<file path="src/tsrr_pkg.sv">
`timescale 1ns / 1ps

package tsrr_pkg;

  localparam int SLOT_COUNT = 256;
  localparam int ADDR_W     = $clog2(SLOT_COUNT);
  localparam int CNT_W      = ADDR_W + 1;
  localparam int LABEL_W    = 3;
  localparam int TIME_W     = 48;
  localparam int CHUNK_W    = 16;
  localparam int WIN_W      = 9;
  localparam int CFG_DATA_W = 16;
  localparam int CFG_IDX_W  = 1;
  localparam int DIV_CNT_W  = $clog2(TIME_W + 1);

  localparam logic [LABEL_W-1:0] LABEL_EMPTY = '0;

  localparam logic [CFG_IDX_W-1:0] CFG_CHUNK_LENGTH  = 1'b0;
  localparam logic [CFG_IDX_W-1:0] CFG_WINDOW_LENGTH = 1'b1;

  localparam logic [CHUNK_W-1:0] CHUNK_RESET  = 16'd16;
  localparam logic [WIN_W-1:0]   WINDOW_RESET = 9'd64;

  typedef enum logic [2:0] {
    MODE_CHECK     = 3'd0,
    MODE_MARK      = 3'd1,
    MODE_ADVANCE   = 3'd2,
    MODE_OCCUPANCY = 3'd3,
    MODE_CLEAR     = 3'd4
  } mode_t;

  typedef enum logic [1:0] {
    ERR_NONE     = 2'd0,
    ERR_ORDER    = 2'd1,
    ERR_BACKWARD = 2'd2
  } err_t;

  typedef enum logic [3:0] {
    ST_IDLE,
    ST_DECODE,
    ST_DIV_STEPS,
    ST_WAIT_STEPS,
    ST_DIV_BASE,
    ST_WAIT_BASE,
    ST_INIT,
    ST_WALK,
    ST_DRAIN,
    ST_FINISH
  } state_t;

  typedef struct packed {
    logic load;
    logic clear_all;
    logic div_start;
    logic div_sel;      // 0: elapsed time, 1: target time
    logic latch_steps;
    logic latch_base;
    logic walk_init;
    logic walk_step;
    logic commit;
    logic out_load;
  } ctrl_cmd_t;

  typedef struct packed {
    mode_t mode;
    logic  err;
    logic  div_done;
    logic  walk_done;
  } ctrl_sts_t;

endpackage

</file>
<file path="src/time_slot_reservation_ring_core.sv">
`timescale 1ns / 1ps

// Time-slot reservation ring: 256 three-bit slot labels (0 = empty) viewed
// through a moving base. Each input word carries a mode: check (does a region
// starting at a relative slot fit before the ring end and hold one label),
// mark (write a label over the range first..last, error 1 if first > last),
// advance (move to a target time, emptying the slots that pass; error 2 if
// time goes backward), occupancy (count non-empty slots in the window) and
// clear. Every input word yields exactly one result word. Words are worked
// one at a time: check, mark and occupancy walk the n slots that they touch,
// since the label RAM has a single port and is walked one slot per cycle.
// Advance adds two passes through a one-bit-per-cycle 48-bit divider before
// clearing up to 256 slots. Clear walks no slots; the ring is emptied through
// per-slot valid flops, so there is no clearing pass after reset. A finished
// result sits in the output register while the next word is accepted.
// Configuration (chunk_length at index 0, window_length at index 1) may be
// written only while the block is idle.

module time_slot_reservation_ring_core import tsrr_pkg::*; (
  input  logic                  clk,
  input  logic                  rst,
  // config
  input  logic                  cfg_we,
  input  logic [CFG_IDX_W-1:0]  cfg_index,
  input  logic [CFG_DATA_W-1:0] cfg_data,
  // input words
  input  logic                  in_valid,
  output logic                  in_ready,
  input  logic [2:0]            mode,
  input  logic [ADDR_W-1:0]     first_slot,
  input  logic [ADDR_W-1:0]     last_slot,
  input  logic [ADDR_W-1:0]     region_length,
  input  logic [LABEL_W-1:0]    slot_label,
  input  logic [TIME_W-1:0]     target_time,
  // result words
  output logic                  out_valid,
  input  logic                  out_ready,
  output logic                  region_ok,
  output logic [1:0]            error_code,
  output logic [CNT_W-1:0]      occupied_count,
  output logic [TIME_W-1:0]     current_base_time
);

  ctrl_cmd_t cmd;
  ctrl_sts_t sts;

  // sequencer: decode, divider phases, slot walk, result hand-off
  tsrr_ctrl u_ctrl (
    .clk       (clk),
    .rst       (rst),
    .in_valid  (in_valid),
    .in_ready  (in_ready),
    .out_valid (out_valid),
    .out_ready (out_ready),
    .cmd       (cmd),
    .sts       (sts)
  );

  // label RAM, ring base, base time, divider and result registers
  tsrr_dp u_dp (
    .clk               (clk),
    .rst               (rst),
    .cfg_we            (cfg_we),
    .cfg_index         (cfg_index),
    .cfg_data          (cfg_data),
    .mode              (mode),
    .first_slot        (first_slot),
    .last_slot         (last_slot),
    .region_length     (region_length),
    .slot_label        (slot_label),
    .target_time       (target_time),
    .cmd               (cmd),
    .sts               (sts),
    .region_ok         (region_ok),
    .error_code        (error_code),
    .occupied_count    (occupied_count),
    .current_base_time (current_base_time)
  );

endmodule

</file>
<file path="src/tsrr_ram.sv">
`timescale 1ns / 1ps

module tsrr_ram #(
  parameter int WIDTH = 8,
  parameter int DEPTH = 256
) (
  input  logic                     clk,
  input  logic                     we,
  input  logic [$clog2(DEPTH)-1:0] addr,
  input  logic [WIDTH-1:0]         wdata,
  output logic [WIDTH-1:0]         rdata
);

  logic [WIDTH-1:0] mem [DEPTH];

  always_ff @(posedge clk) begin
    if (we) begin
      mem[addr] <= wdata;
    end
    rdata <= mem[addr];
  end

endmodule

</file>
<file path="src/tsrr_div.sv">
`timescale 1ns / 1ps

// Restoring divider, one quotient bit per cycle.
module tsrr_div import tsrr_pkg::*; (
  input  logic               clk,
  input  logic               rst,
  input  logic               start,
  input  logic [TIME_W-1:0]  dividend,
  input  logic [CHUNK_W-1:0] divisor,
  output logic               done,
  output logic [TIME_W-1:0]  quo,
  output logic [CHUNK_W-1:0] rem
);

  logic                 busy;
  logic [DIV_CNT_W-1:0] cnt;
  logic [CHUNK_W:0]     rem_sh;
  logic [CHUNK_W:0]     rem_sub;
  logic                 ge;

  assign rem_sh  = {rem, quo[TIME_W-1]};
  assign rem_sub = rem_sh - {1'b0, divisor};
  assign ge      = (rem_sh >= {1'b0, divisor});

  always_ff @(posedge clk) begin
    if (rst) begin
      busy <= 1'b0;
      done <= 1'b0;
      cnt  <= '0;
    end else begin
      done <= 1'b0;
      if (start) begin
        busy <= 1'b1;
        cnt  <= '0;
      end else if (busy) begin
        cnt <= cnt + 1'b1;
        if (cnt == DIV_CNT_W'(TIME_W - 1)) begin
          busy <= 1'b0;
          done <= 1'b1;
        end
      end
    end
  end

  always_ff @(posedge clk) begin
    if (start) begin
      quo <= dividend;
      rem <= '0;
    end else if (busy) begin
      quo <= {quo[TIME_W-2:0], ge};
      rem <= ge ? rem_sub[CHUNK_W-1:0] : rem_sh[CHUNK_W-1:0];
    end
  end

endmodule

</file>
<file path="src/tsrr_dp.sv">
`timescale 1ns / 1ps

module tsrr_dp import tsrr_pkg::*; (
  input  logic                  clk,
  input  logic                  rst,
  input  logic                  cfg_we,
  input  logic [CFG_IDX_W-1:0]  cfg_index,
  input  logic [CFG_DATA_W-1:0] cfg_data,
  input  logic [2:0]            mode,
  input  logic [ADDR_W-1:0]     first_slot,
  input  logic [ADDR_W-1:0]     last_slot,
  input  logic [ADDR_W-1:0]     region_length,
  input  logic [LABEL_W-1:0]    slot_label,
  input  logic [TIME_W-1:0]     target_time,
  input  ctrl_cmd_t             cmd,
  output ctrl_sts_t             sts,
  output logic                  region_ok,
  output logic [1:0]            error_code,
  output logic [CNT_W-1:0]      occupied_count,
  output logic [TIME_W-1:0]     current_base_time
);

  // config
  logic [CHUNK_W-1:0] chunk_length;
  logic [WIN_W-1:0]   window_length;

  // latched word
  mode_t              mode_q;
  logic [ADDR_W-1:0]  first_q;
  logic [ADDR_W-1:0]  last_q;
  logic [ADDR_W-1:0]  len_q;
  logic [LABEL_W-1:0] label_q;
  logic [TIME_W-1:0]  target_q;
  err_t               err;

  // ring state
  logic [ADDR_W-1:0]     ring_base;
  logic [TIME_W-1:0]     base_time;
  logic [SLOT_COUNT-1:0] vld;

  // advance results
  logic              steps_hi;
  logic [ADDR_W-1:0] steps_lo;
  logic [TIME_W-1:0] new_base_time;

  // walker
  logic [CNT_W-1:0]  cnt;
  logic [CNT_W-1:0]  walk_n;
  logic [ADDR_W-1:0] walk_start;
  logic              ok_flag;
  logic [CNT_W-1:0]  occ_cnt;
  logic              rd_q;
  logic              vld_q;

  logic [CNT_W-1:0]   n_calc;
  logic [ADDR_W-1:0]  start_calc;
  logic [CNT_W-1:0]   end_sum;
  logic               ovf;
  logic [ADDR_W-1:0]  addr;
  logic               is_write;
  logic               ram_we;
  logic [LABEL_W-1:0] wdata;
  logic [LABEL_W-1:0] rdata;
  logic [LABEL_W-1:0] eff;
  mode_t              mode_in;
  err_t               err_in;

  logic [CHUNK_W-1:0] divisor;
  logic [TIME_W-1:0]  dividend;
  logic               div_done;
  logic [TIME_W-1:0]  div_quo;
  logic [CHUNK_W-1:0] div_rem;

  assign mode_in = mode_t'(mode);

  always_comb begin
    err_in = ERR_NONE;
    if (mode_in == MODE_MARK && first_slot > last_slot) begin
      err_in = ERR_ORDER;
    end else if (mode_in == MODE_ADVANCE && target_time < base_time) begin
      err_in = ERR_BACKWARD;
    end
  end

  always_ff @(posedge clk) begin
    if (rst) begin
      chunk_length  <= CHUNK_RESET;
      window_length <= WINDOW_RESET;
    end else if (cfg_we) begin
      unique case (cfg_index)
        CFG_CHUNK_LENGTH: begin
          chunk_length <= cfg_data[CHUNK_W-1:0];
        end
        CFG_WINDOW_LENGTH: begin
          window_length <= cfg_data[WIN_W-1:0];
        end
      endcase
    end
  end

  always_ff @(posedge clk) begin
    if (cmd.load) begin
      mode_q   <= mode_in;
      first_q  <= first_slot;
      last_q   <= last_slot;
      len_q    <= region_length;
      label_q  <= slot_label;
      target_q <= target_time;
      err      <= err_in;
    end
  end

  // divider: elapsed slots first, then the target's remainder
  assign divisor  = (chunk_length == '0) ? CHUNK_W'(1) : chunk_length;
  assign dividend = cmd.div_sel ? target_q : (target_q - base_time);

  tsrr_div u_div (
    .clk      (clk),
    .rst      (rst),
    .start    (cmd.div_start),
    .dividend (dividend),
    .divisor  (divisor),
    .done     (div_done),
    .quo      (div_quo),
    .rem      (div_rem)
  );

  always_ff @(posedge clk) begin
    if (cmd.latch_steps) begin
      steps_hi <= |div_quo[TIME_W-1:ADDR_W];
      steps_lo <= div_quo[ADDR_W-1:0];
    end
    if (cmd.latch_base) begin
      new_base_time <= target_q - {{(TIME_W-CHUNK_W){1'b0}}, div_rem};
    end
  end

  // walk length and start per mode
  assign end_sum = {1'b0, first_q} + {1'b0, len_q};
  assign ovf     = (len_q != '0) && (end_sum > CNT_W'(SLOT_COUNT));

  always_comb begin
    n_calc     = '0;
    start_calc = '0;
    case (mode_q)
      MODE_CHECK: begin
        n_calc     = ovf ? '0 : {1'b0, len_q};
        start_calc = first_q;
      end
      MODE_MARK: begin
        n_calc     = (err != ERR_NONE) ? '0 : ({1'b0, last_q} - {1'b0, first_q} + 1'b1);
        start_calc = first_q;
      end
      MODE_ADVANCE: begin
        if (err != ERR_NONE) begin
          n_calc = '0;
        end else begin
          n_calc = steps_hi ? CNT_W'(SLOT_COUNT) : {1'b0, steps_lo};
        end
      end
      MODE_OCCUPANCY: begin
        n_calc = (window_length > WIN_W'(SLOT_COUNT)) ? CNT_W'(SLOT_COUNT)
                                                      : CNT_W'(window_length);
      end
      default: begin
        n_calc = '0;
      end
    endcase
  end

  assign addr     = ring_base + walk_start + cnt[ADDR_W-1:0];
  assign is_write = (mode_q == MODE_MARK) || (mode_q == MODE_ADVANCE);
  assign ram_we   = cmd.walk_step && is_write;
  assign wdata    = (mode_q == MODE_MARK) ? label_q : LABEL_EMPTY;

  tsrr_ram #(
    .WIDTH (LABEL_W),
    .DEPTH (SLOT_COUNT)
  ) u_ram (
    .clk   (clk),
    .we    (ram_we),
    .addr  (addr),
    .wdata (wdata),
    .rdata (rdata)
  );

  // never-written slots read as empty
  assign eff = vld_q ? rdata : LABEL_EMPTY;

  always_ff @(posedge clk) begin
    if (rst) begin
      vld <= '0;
    end else if (cmd.clear_all) begin
      vld <= '0;
    end else if (ram_we) begin
      vld[addr] <= 1'b1;
    end
  end

  always_ff @(posedge clk) begin
    vld_q <= vld[addr];
  end

  always_ff @(posedge clk) begin
    if (rst) begin
      cnt     <= '0;
      walk_n  <= '0;
      rd_q    <= 1'b0;
      ok_flag <= 1'b0;
      occ_cnt <= '0;
    end else begin
      rd_q <= cmd.walk_step && !is_write;
      if (cmd.walk_init) begin
        cnt        <= '0;
        walk_n     <= n_calc;
        walk_start <= start_calc;
        ok_flag    <= !ovf;
        occ_cnt    <= '0;
      end else begin
        if (cmd.walk_step) begin
          cnt <= cnt + 1'b1;
        end
        if (rd_q) begin
          if (mode_q == MODE_CHECK && eff != label_q) begin
            ok_flag <= 1'b0;
          end
          if (mode_q == MODE_OCCUPANCY && eff != LABEL_EMPTY) begin
            occ_cnt <= occ_cnt + 1'b1;
          end
        end
      end
    end
  end

  always_ff @(posedge clk) begin
    if (rst) begin
      ring_base <= '0;
      base_time <= '0;
    end else if (cmd.clear_all) begin
      ring_base <= '0;
      base_time <= '0;
    end else if (cmd.commit && mode_q == MODE_ADVANCE && err == ERR_NONE) begin
      ring_base <= ring_base + steps_lo;
      base_time <= new_base_time;
    end
  end

  always_ff @(posedge clk) begin
    if (cmd.out_load) begin
      region_ok         <= (mode_q == MODE_CHECK) && ok_flag;
      error_code        <= err;
      occupied_count    <= (mode_q == MODE_OCCUPANCY) ? occ_cnt : '0;
      current_base_time <= base_time;
    end
  end

  assign sts.mode      = mode_q;
  assign sts.err       = (err != ERR_NONE);
  assign sts.div_done  = div_done;
  assign sts.walk_done = (cnt == walk_n);

`ifndef SYNTHESIS
  a_walk_bound: assert property (@(posedge clk) disable iff (rst) cnt <= walk_n)
    else $error("walk counter ran past its length");

  a_write_mode: assert property (@(posedge clk) disable iff (rst)
    ram_we |-> ((mode_q == MODE_MARK) || (mode_q == MODE_ADVANCE)) && (err == ERR_NONE))
    else $error("slot write outside an error-free mark or advance");
`endif

endmodule

</file>
<file path="src/tsrr_ctrl.sv">
`timescale 1ns / 1ps

module tsrr_ctrl import tsrr_pkg::*; (
  input  logic      clk,
  input  logic      rst,
  input  logic      in_valid,
  output logic      in_ready,
  output logic      out_valid,
  input  logic      out_ready,
  output ctrl_cmd_t cmd,
  input  ctrl_sts_t sts
);

  state_t state;
  state_t state_next;
  logic   out_free;

  assign out_free = !out_valid || out_ready;

  always_ff @(posedge clk) begin
    if (rst) begin
      state <= ST_IDLE;
    end else begin
      state <= state_next;
    end
  end

  always_comb begin
    state_next = state;
    unique case (state)
      ST_IDLE: begin
        if (in_valid) state_next = ST_DECODE;
      end
      ST_DECODE: begin
        if (sts.mode == MODE_ADVANCE && !sts.err) begin
          state_next = ST_DIV_STEPS;
        end else if (sts.mode == MODE_CLEAR) begin
          state_next = ST_FINISH;
        end else begin
          state_next = ST_INIT;
        end
      end
      ST_DIV_STEPS: begin
        state_next = ST_WAIT_STEPS;
      end
      ST_WAIT_STEPS: begin
        if (sts.div_done) state_next = ST_DIV_BASE;
      end
      ST_DIV_BASE: begin
        state_next = ST_WAIT_BASE;
      end
      ST_WAIT_BASE: begin
        if (sts.div_done) state_next = ST_INIT;
      end
      ST_INIT: begin
        state_next = ST_WALK;
      end
      ST_WALK: begin
        if (sts.walk_done) state_next = ST_DRAIN;
      end
      ST_DRAIN: begin
        state_next = ST_FINISH;
      end
      ST_FINISH: begin
        if (out_free) state_next = ST_IDLE;
      end
      default: begin
        state_next = ST_IDLE;
      end
    endcase
  end

  always_comb begin
    cmd      = '0;
    in_ready = 1'b0;
    unique case (state)
      ST_IDLE: begin
        in_ready = 1'b1;
        cmd.load = in_valid;
      end
      ST_DECODE: begin
        cmd.clear_all = (sts.mode == MODE_CLEAR);
      end
      ST_DIV_STEPS: begin
        cmd.div_start = 1'b1;
      end
      ST_WAIT_STEPS: begin
        cmd.latch_steps = sts.div_done;
      end
      ST_DIV_BASE: begin
        cmd.div_start = 1'b1;
        cmd.div_sel   = 1'b1;
      end
      ST_WAIT_BASE: begin
        cmd.div_sel    = 1'b1;
        cmd.latch_base = sts.div_done;
      end
      ST_INIT: begin
        cmd.walk_init = 1'b1;
      end
      ST_WALK: begin
        cmd.walk_step = !sts.walk_done;
      end
      ST_DRAIN: begin
        cmd.commit = 1'b1;
      end
      ST_FINISH: begin
        cmd.out_load = out_free;
      end
      default: begin
        cmd = '0;
      end
    endcase
  end

  always_ff @(posedge clk) begin
    if (rst) begin
      out_valid <= 1'b0;
    end else if (cmd.out_load) begin
      out_valid <= 1'b1;
    end else if (out_ready) begin
      out_valid <= 1'b0;
    end
  end

`ifndef SYNTHESIS
  a_one_word: assert property (@(posedge clk) disable iff (rst)
    (in_valid && in_ready) |=> !in_ready)
    else $error("second word taken while one is in flight");

  a_no_overwrite: assert property (@(posedge clk) disable iff (rst)
    cmd.out_load |-> (!out_valid || out_ready))
    else $error("pending result overwritten");

  a_div_done_state: assert property (@(posedge clk) disable iff (rst)
    sts.div_done |-> (state == ST_WAIT_STEPS || state == ST_WAIT_BASE))
    else $error("divider finished outside a wait state");
`endif

endmodule
</file>
<file path="config.mk">
export PLATFORM = sky130hd
export DESIGN_NAME = time_slot_reservation_ring_core
export DESIGN_NICKNAME = d
export VERILOG_FILES = /design/src/tsrr_pkg.sv /design/src/time_slot_reservation_ring_core.sv /design/src/tsrr_ram.sv /design/src/tsrr_div.sv /design/src/tsrr_dp.sv /design/src/tsrr_ctrl.sv
export SDC_FILE = /design/constraint.sdc
export NUM_CORES = 2
export LEC_CHECK = 0
export BUFFER_PORTS_ARGS = -buffer_cell sky130_fd_sc_hd__buf_2
export CAP_MARGIN = 10
export CORE_AREA = 2 2 306 308
export DETAILED_ROUTE_END_ITERATION = 8
export DIE_AREA = 0 0 308 310
export GPL_ROUTABILITY_DRIVEN = 0
export GPL_TIMING_DRIVEN = 0
export PLACE_DENSITY = 0.84
export SKIP_CTS_REPAIR_TIMING = 1
export SYNTH_ARGS = -nofsm -noshare
export SYNTH_HDL_FRONTEND = slang
export SYNTH_SLANG_ARGS = --single-unit
</file>
<file path="constraint.sdc">
create_clock -name clk -period 14.14 [get_ports clk]
set_clock_uncertainty 0.05 [all_clocks]
set_input_delay 4.242 -clock clk [delete_from_list [all_inputs] [get_ports clk]]
set_output_delay 4.242 -clock clk [all_outputs]
set_load 0.01 [all_outputs]
</file>
== Word-level counts from Yosys, hierarchy flattened ==
Memory sizes are Yosys's and may differ from the RTL's. A register that Yosys moved wholly into a read port is not among the register bits.
Index checks and enable logic that the tools add are counted.

* Output and inout bits: 62
* Memories: 1
* Input port bits: 100
* Logic and storage cells: 172
* Memory bits (writable): 768
* Bits in registers: 649

* Multiplexer cells: 48
* $lt $le $gt $ge: 7
* Reduce and logical (&&, ||, !) cells: 44
* Bitwise operators: 4
* $add $sub $neg: 12
* Equality and inequality tests: 23

{| class="wikitable"
|+ Memory list
! memory !! depth !! width !! read ports !! clocked after memory_dff !! write ports !! line !! text
|-
| u_dp.u_ram.mem || 256 || 3 || 1 || 1 || 1 || tsrr_ram.sv:14 || <nowiki>logic [WIDTH-1:0] mem [DEPTH];</nowiki>
|}

{| class="wikitable"
|+ Operators with widths
! operator !! number
|-
| OR 256 bit || 1
|-
| 2-to-1 mux 48 bit || 3
|-
| < comparator 48 bit || 1
|-
| subtractor 48 x 16 -> 48 bit || 1
|-
| subtractor 48 bit || 1
|-
| one-hot mux 4 bit (10 select lines) || 1
|-
| OR reduction 40 bit || 1
|-
| 2-to-1 mux 9 bit || 4
|-
| one-hot mux 9 bit (4 select lines) || 1
|-
| 2-to-1 mux 16 bit || 2
|-
| 2-to-1 mux 4 bit || 7
|-
| adder 9 x 1 -> 9 bit (second input constant) || 3
|-
| adder 8 bit || 3
|-
| 2-to-1 mux 1 bit || 24
|-
| > comparator 9 bit (second input constant) || 2
|-
| greater-or-equal comparator 17 x 16 -> 1 bit || 1
|-
| equality test 4 x 3 -> 1 bit (second input constant) || 4
|-
| zero test 16 bit || 1
|-
| subtractor 16 bit || 1
|-
| logical AND 1 bit || 12
|-
| OR reduction 2 bit || 6
|-
| AND reduction 2 bit || 5
|-
| nonzero test 2 bit || 5
|-
| adder 8 x 8 -> 9 bit || 1
|-
| 31 further kinds || 47
|}

== Logic depth before layout (Yosys ltp) ==
* Depth in word-level cells: 7
* Mapped depth: 16
* Depth with buffers taken out: 15

== Cells and area by module ==
A second synthesis with hierarchy kept.

* Cell total of the unflattened synthesis: 4803
* Area total of the unflattened synthesis: 62637.6 sq um

{| class="wikitable"
|+ Modules (own cells, without submodules)
! module !! cells an instance !! times used !! area each (sq um) !! seq. area each (sq um)
|-
| tsrr_ram || 1564 || 1 || 30407.9 || 23122.2
|-
| tsrr_dp || 2799 || 1 || 27619.0 || 13503.0
|-
| tsrr_div || 374 || 1 || 4107.7 || 1921.8
|-
| tsrr_ctrl || 66 || 1 || 503.0 || 100.1
|}

== Least setup slack after synthesis ==
No wires, ideal clock.

* Path kind: input to register
* From: input out_ready
* To: register u_dp.current_base_time[0] (enable)
* Cell stages on the path: 2
* Buffers on the path: 0
* Setup time: 485 ps
* Slack: 6551 ps
* Data arrival time: 7054 ps
* Required time: 13605 ps
* Path through: nand2b_1 -> nor2b_1

{| class="wikitable"
|+ RTL lines
! what !! line !! text
|-
| start, declared || time_slot_reservation_ring_core.sv:37 || <nowiki>input logic out_ready,</nowiki>
|-
| end signal, assigned || tsrr_dp.sv:253 || <nowiki>current_base_time <= base_time;</nowiki>
|-
| end, declared || tsrr_dp.sv:20 || <nowiki>output logic [TIME_W-1:0] current_base_time</nowiki>
|}

== Final worst setup path ==
* From: register u_dp.cnt[1]
* To: memory u_dp.u_ram.mem[191][2] (netlist name) (enable)

* Cells in the longest elaborated chain, start to end: 6
* Elaborated cells between the ends (all ways): 7
* Classes of those cells: add/sub (1); eq/ne (1); mux (3); reduce/logical (2)

{| class="wikitable"
|+ Ends and longest elaborated chain
! what !! line !! text
|-
| start, declared || tsrr_dp.sv:47 || <nowiki>logic [CNT_W-1:0] cnt;</nowiki>
|-
| start signal, assigned || tsrr_dp.sv:221 || <nowiki>cnt <= cnt + 1'b1;</nowiki>
|-
| equality test 9 bit || tsrr_dp.sv:260 || <nowiki>assign sts.walk_done = (cnt == walk_n);</nowiki>
|-
| zero test 1 bit || tsrr_ctrl.sv:102 || <nowiki>cmd.walk_step = !sts.walk_done;</nowiki>
|-
| 2-to-1 mux 1 bit || tsrr_ctrl.sv:76 || <nowiki>unique case (state)</nowiki>
|-
| logical AND 1 bit || tsrr_dp.sv:173 || <nowiki>assign ram_we = cmd.walk_step && is_write;</nowiki>
|-
| 2-to-1 mux 1 bit || tsrr_ram.sv:17 || <nowiki>if (we) begin</nowiki>
|-
| 2-to-1 mux 1 bit (implied by the code) || tsrr_ram.sv:18 || <nowiki>mem[addr] <= wdata;</nowiki>
|-
| end, declared || tsrr_ram.sv:14 ||
|}

Parallel ways exist; a longest one is shown, timed or not.

==> impl_results.html <==
<table>
<tr><th>Metric</th><th>Value</th></tr>
<tr><th colspan="2">Drt</th></tr>
<tr><td>Aggregate routed wire length</td><td>187300 um</td></tr>
<tr><td>Via-to-Cell Ratio</td><td>just over 7</td></tr>
<tr><td>Total iterations of the first detailed-routing run</td><td>9</td></tr>
<tr><td>Post-detailed-route count of antenna-violating nets</td><td>0</td></tr>
<tr><td>Routed len/inst</td><td>30.37 um</td></tr>
<tr><td>Total vias in the final route</td><td>between 40000 and 50000</td></tr>
<tr><td>Violation count after the first detailed-routing iteration</td><td>8175</td></tr>
<tr><td>Remaining DRCs</td><td>10</td></tr>
<tr><th colspan="2">Worst setup path</th></tr>
<tr><td>Critical path class</td><td>flop to flop</td></tr>
<tr><td>Delay of the slowest cell on the worst path</td><td>1.09 ns</td></tr>
<tr><td>Category of the worst setup path launch point</td><td>flop</td></tr>
<tr><td>CP Data Arrival Time</td><td>7.70 ns</td></tr>
<tr><td>Count of buffer and inverter cells on the critical path</td><td>4</td></tr>
<tr><td>Register-to-Register Path Depth</td><td>9</td></tr>
<tr><td>Cell count along the critical path</td><td>9</td></tr>
<tr><td>Cells along the critical path</td><td>fa_1, ha_1, fa_1, clkbuf_1, clkbuf_1, clkbuf_1, nand3_1, clkbuf_1, nor2_1</td></tr>
<tr><td>Reg2reg start</td><td>u_dp.cnt[1]</td></tr>
<tr><td>Critical path peak fanout</td><td>10</td></tr>
<tr><td>Worst flop-to-flop path endpoint</td><td>u_dp.u_ram.mem[191][2]</td></tr>
<tr><td>Most common cell on crit path</td><td>clkbuf_1</td></tr>
<tr><td>Critical-path cell with the highest stage delay</td><td>clkbuf_1</td></tr>
<tr><td>Family with the most delay on the worst path</td><td>buffers and inverters</td></tr>
<tr><td>Register-to-register path setup slack</td><td>6.81 ns</td></tr>
<tr><td>CP required</td><td>14.51 ns</td></tr>
<tr><td>Endpoint type of the worst setup path</td><td>flop</td></tr>
<tr><th colspan="2">CTS</th></tr>
<tr><td>CTS buffer count</td><td>139</td></tr>
<tr><td>Insertion delay of the later-clocked pin in the worst-skew pair</td><td>0.80 ns</td></tr>
<tr><td>Depth of the CTS H-tree</td><td>4</td></tr>
<tr><td>Number of sinks driven by the clock tree</td><td>1420</td></tr>
<tr><td>Clock root buffer</td><td>clkbuf_16</td></tr>
<tr><td>CTS clock-pin slew for the worst setup and hold paths</td><td>~0.07 ns</td></tr>
<tr><td>Max clock buf depth</td><td>3</td></tr>
<tr><td>Clock tree from TritonCTS</td><td>done</td></tr>
<tr><th colspan="2">Floorplanning</th></tr>
<tr><td>Starting Density</td><td>0.6635</td></tr>
<tr><td>Core footprint</td><td>92490 um^2</td></tr>
<tr><td>Die outline area</td><td>95480 um^2</td></tr>
<tr><td>Count of boundary I/O pins</td><td>162</td></tr>
<tr><td>Die width</td><td>between 300 and 400 um</td></tr>
<tr><td>Standard-cell row count</td><td>roughly 110</td></tr>
<tr><td>Vertical die dimension</td><td>between 300 and 400 um</td></tr>
<tr><th colspan="2">Final layout</th></tr>
<tr><td>Number of fill cells in the layout</td><td>5216</td></tr>
<tr><td>Area growth from synthesis to layout</td><td>12.22%</td></tr>
<tr><td>Share of final-layout standard cells stronger than drive strength 1</td><td>0.1601</td></tr>
<tr><td>Final layout net count</td><td>5135</td></tr>
<tr><td>Area taken by multi-input logic gates</td><td>21290 um^2</td></tr>
<tr><td>Final std cells w/o fill</td><td>6169</td></tr>
<tr><td>Design Area, Final</td><td>68860 um^2</td></tr>
<tr><td>FF+latch area</td><td>38650 um^2</td></tr>
<tr><th colspan="2">STA</th></tr>
<tr><td>Worst hold-check slack</td><td>0.4046 ns</td></tr>
<tr><td>RSZ-0062 raised after global routing</td><td>false</td></tr>
<tr><td>Maximum frequency from static timing analysis</td><td>136.5 MHz</td></tr>
<tr><td>Endpoints failing setup</td><td>0</td></tr>
<tr><td>Max Slew Vio Count</td><td>33</td></tr>
<tr><td>Endpoints failing hold</td><td>0</td></tr>
<tr><td>Crit share post-route</td><td>0.5183</td></tr>
<tr><td>Min Clock Period, post-route</td><td>7.329 ns</td></tr>
<tr><td>Max transition margin</td><td>-0.04115</td></tr>
<tr><td>Transition time at the pin with the least slew margin</td><td>1.562 ns</td></tr>
<tr><td>Final-layout setup total negative slack</td><td>0 ns</td></tr>
<tr><th colspan="2">Power</th></tr>
<tr><td>Switching Fraction</td><td>0.2943</td></tr>
<tr><td>Final Total Pwr</td><td>about 11 mW</td></tr>
<tr><td>Switching power total</td><td>3.207 mW</td></tr>
<tr><td>Sequential Power Share</td><td>0.456</td></tr>
<tr><td>P_leak</td><td>between 20 and 25 nW</td></tr>
<tr><td>Peak supply drop</td><td>roughly 0.14 mV</td></tr>
<tr><td>Total power divided by cell area</td><td>between 150 and 200 nW/um^2</td></tr>
<tr><td>Logic pwr share</td><td>0.188</td></tr>
<tr><td>Internal portion of total power</td><td>about 7.7 mW</td></tr>
<tr><td>Clock power share</td><td>0.356</td></tr>
<tr><th colspan="2">Min path</th></tr>
<tr><td>Worst Hold End</td><td>u_dp.current_base_time[19]</td></tr>
<tr><td>Hold Path Origin</td><td>u_dp.base_time[19]</td></tr>
<tr><td>Hold path cells</td><td>0</td></tr>
<tr><td>Class of the worst hold path</td><td>flop to flop</td></tr>
<tr><th colspan="2">Global routing</th></tr>
<tr><td>Total track usage</td><td>0.3895</td></tr>
<tr><td>Via count of the first global-routing pass</td><td>42564</td></tr>
<tr><td>Number of antenna violations at the first check in global routing</td><td>9</td></tr>
<tr><td>Largest net degree at the start of global routing</td><td>97</td></tr>
<tr><td>Global-route wire length before repair</td><td>270000 um</td></tr>
<tr><td>Global route total overflow</td><td>0</td></tr>
<tr><th colspan="2">Yosys</th></tr>
<tr><td>Post-synthesis adder-cell area fraction</td><td>0.03984</td></tr>
<tr><td>Basic-gate share of the synthesized area counting and, or, nand and nor cells</td><td>0.09754</td></tr>
<tr><td>Flip-flop and latch count after synthesis</td><td>1420</td></tr>
<tr><td>Synthesized Nets</td><td>4812</td></tr>
<tr><td>Biggest area contributors in the synthesized netlist</td><td>edfxtp_1 50%, dfxtp_1 13%, mux4_2 12%, nor2_1 4.9%, ha_1 3.5%</td></tr>
<tr><td>Post-synth EDFFs</td><td>slightly above 1000</td></tr>
<tr><td>Xor and xnor fraction of the mapped netlist area</td><td>0.02127</td></tr>
<tr><td>Dominant cell by count in the synthesized netlist</td><td>edfxtp_1</td></tr>
<tr><td>Proportion of synthesized area in mux cells</td><td>0.1212</td></tr>
<tr><td>Synthesized cell area</td><td>61370 um^2</td></tr>
<tr><td>Predominant post-synthesis flop cell</td><td>edfxtp_1</td></tr>
<tr><td>Count of synthesis-stage warnings from yosys</td><td>0</td></tr>
<tr><td>Main combinational cell family by area after synthesis</td><td>multiplexers</td></tr>
<tr><td>Proportion of synthesized chip area in sequential cells</td><td>0.6298</td></tr>
<tr><td>Post-synthesis area per instance</td><td>13.56 um^2</td></tr>
<tr><td>Gate Count Post-Synth</td><td>4525</td></tr>
<tr><td>Compound-cell area share of the yosys netlist</td><td>0.06622</td></tr>
<tr><td>Leading post-synthesis cells by instance count</td><td>1021 x edfxtp_1, 795 x nor2_1, 399 x dfxtp_1</td></tr>
<tr><td>Library cell with the largest summed area after synthesis</td><td>edfxtp_1</td></tr>
<tr><td>Post-synth top area share</td><td>0.4996</td></tr>
<tr><td>Number of distinct standard cells referenced by the synthesized netlist</td><td>73</td></tr>
<tr><td>Share of flip-flops with an asynchronous set or reset after synthesis</td><td>0</td></tr>
<tr><th colspan="2">Status</th></tr>
<tr><td>Violated checks</td><td>design-rule violations, max-capacitance violations, max-slew violations</td></tr>
<tr><td>Outcome</td><td>finished with violations</td></tr>
<tr><th colspan="2">Placed design</th></tr>
<tr><td>Count of input and output buffers</td><td>160</td></tr>
<tr><td>Total instance count after detailed placement</td><td>between 5000 and 6000</td></tr>
<tr><td>Placed cell areas</td><td>~64000 um^2</td></tr>
<tr><td>DP HPWL</td><td>119100 um</td></tr>
<tr><th colspan="2">Flow run</th></tr>
<tr><td>Max-capacitance violation count</td><td>3</td></tr>
</table>
layer usage:
metal	share of wire	routed length, um	track usage
met3	0.15	28470	0.1301
met1	0.33	61680	0.4946
met2	0.45	83630	0.5856
met4	0.072	13440	0.2393
met5	0.00050	94	0
placed cells by master, fill, tap and decap left out, drive strengths merged, types with 14 or more instances in the layout:
cell type / count
a211oi: 16
nor2: 795
a21oi: 250
fa: 14
ha: 173
nor4: 29
dfxtp: 399
xnor2: 71
o21ai: 104
inv: 157
and2: 26
nand4: 33
nand3: 42
o21bai: 17
a31oi: 19
o21a: 88
nor2b: 28
nand2b: 26
clkinv: 42
nor3: 42
a21o: 49
nand2: 325
or3: 18
buf: 239
mux2i: 14
and3: 27
clkbuf: 356
o22ai: 18
edfxtp: 1021
xor2: 78
mux4: 324
power by group through the flow:
stage	clock, mW	sequential [mW]	combinational (mW)
after floorplan	0	5.01	1.35
after global placement	0	5.10	1.82
after detailed placement	0	5.04	1.93
after CTS	3.83	4.96	1.97
after global routing	3.99	4.97	2.21
final	3.88	4.97	2.05
worst max-delay path by stage:
stage / slack, ns / start / end
2_1_floorplan: 6.55 / out_ready / u_dp.current_base_time[0]
3_3_place_gp: 4.51 / out_ready / u_dp.current_base_time[28]
3_5_place_dp: 6.90 / target_time[41] / u_dp.err[1]
4_1_cts: 7.31 / u_dp.cnt[1] / u_dp.u_ram.mem[103][2]
5_1_grt: 7.14 / u_dp.cnt[1] / u_dp.u_ram.mem[207][1]
6_report: 6.81 / u_dp.cnt[1] / u_dp.u_ram.mem[191][2]
worst reg2reg max path: stages (launching register included):
cell and delay, ns:
dfxtp_1 0.53, fa_1 0.49, ha_1 0.25, fa_1 0.63, clkbuf_1 0.65, clkbuf_1 0.95
clkbuf_1 1.10, nand3_1 1.00, clkbuf_1 0.75, nor2_1 0.58
state kept, by name, indices dropped and copies added, names as in the netlist, 4 cells and up:
name,cells
u_dp.steps_lo,8
u_dp.window_length,9
u_dp.new_base_time,48
u_dp.vld,256
u_dp.walk_n,9
u_dp.u_div.cnt,6
u_dp.first_q,8
u_dp.last_q,8
u_dp.ring_base,8
u_dp.current_base_time,48
u_dp.occ_cnt,9
u_dp.len_q,8
u_ctrl.state,4
u_dp.u_div.quo,48
u_dp.walk_start,8
u_dp.u_div.rem,16
u_dp.chunk_length,16
u_dp.occupied_count,9
u_dp.base_time,48
u_dp.target_q,48
u_dp.cnt,9
u_dp.u_ram.mem,768
metrics by stage:
step / utilization / worst slack (ns)
final: 0.7445 / 6.811
after global routing: 0.7445 / 7.144
after CTS: 0.7437 / 7.314
after detailed placement: 0.6929 / 6.903
after global placement: 0.6883 / 4.511
after floorplan: - / 6.551
kinds of logic after synthesis:
logic type / Yosys count
DFF: 1420
muxes: 338
AOI/OAI and AO/OA: 647
buffers and inverters: 369
adders and majority gates: 187
xor gates and xnor gates: 149
and+or+nand+nor: 1415
cell type report:
cell class,instances,area share
sequential,1420,0.5612
clock inverter,67,0.01123
antenna,5,0.0001817
clock buffer,193,0.05705
inverter,149,0.008122
multi-input combinational,2736,0.3092
timing repair buffer,182,0.01784
tap,1197,0.02175
buffer,220,0.01343
No activity file was read; power rests on OpenSTA's default activity.
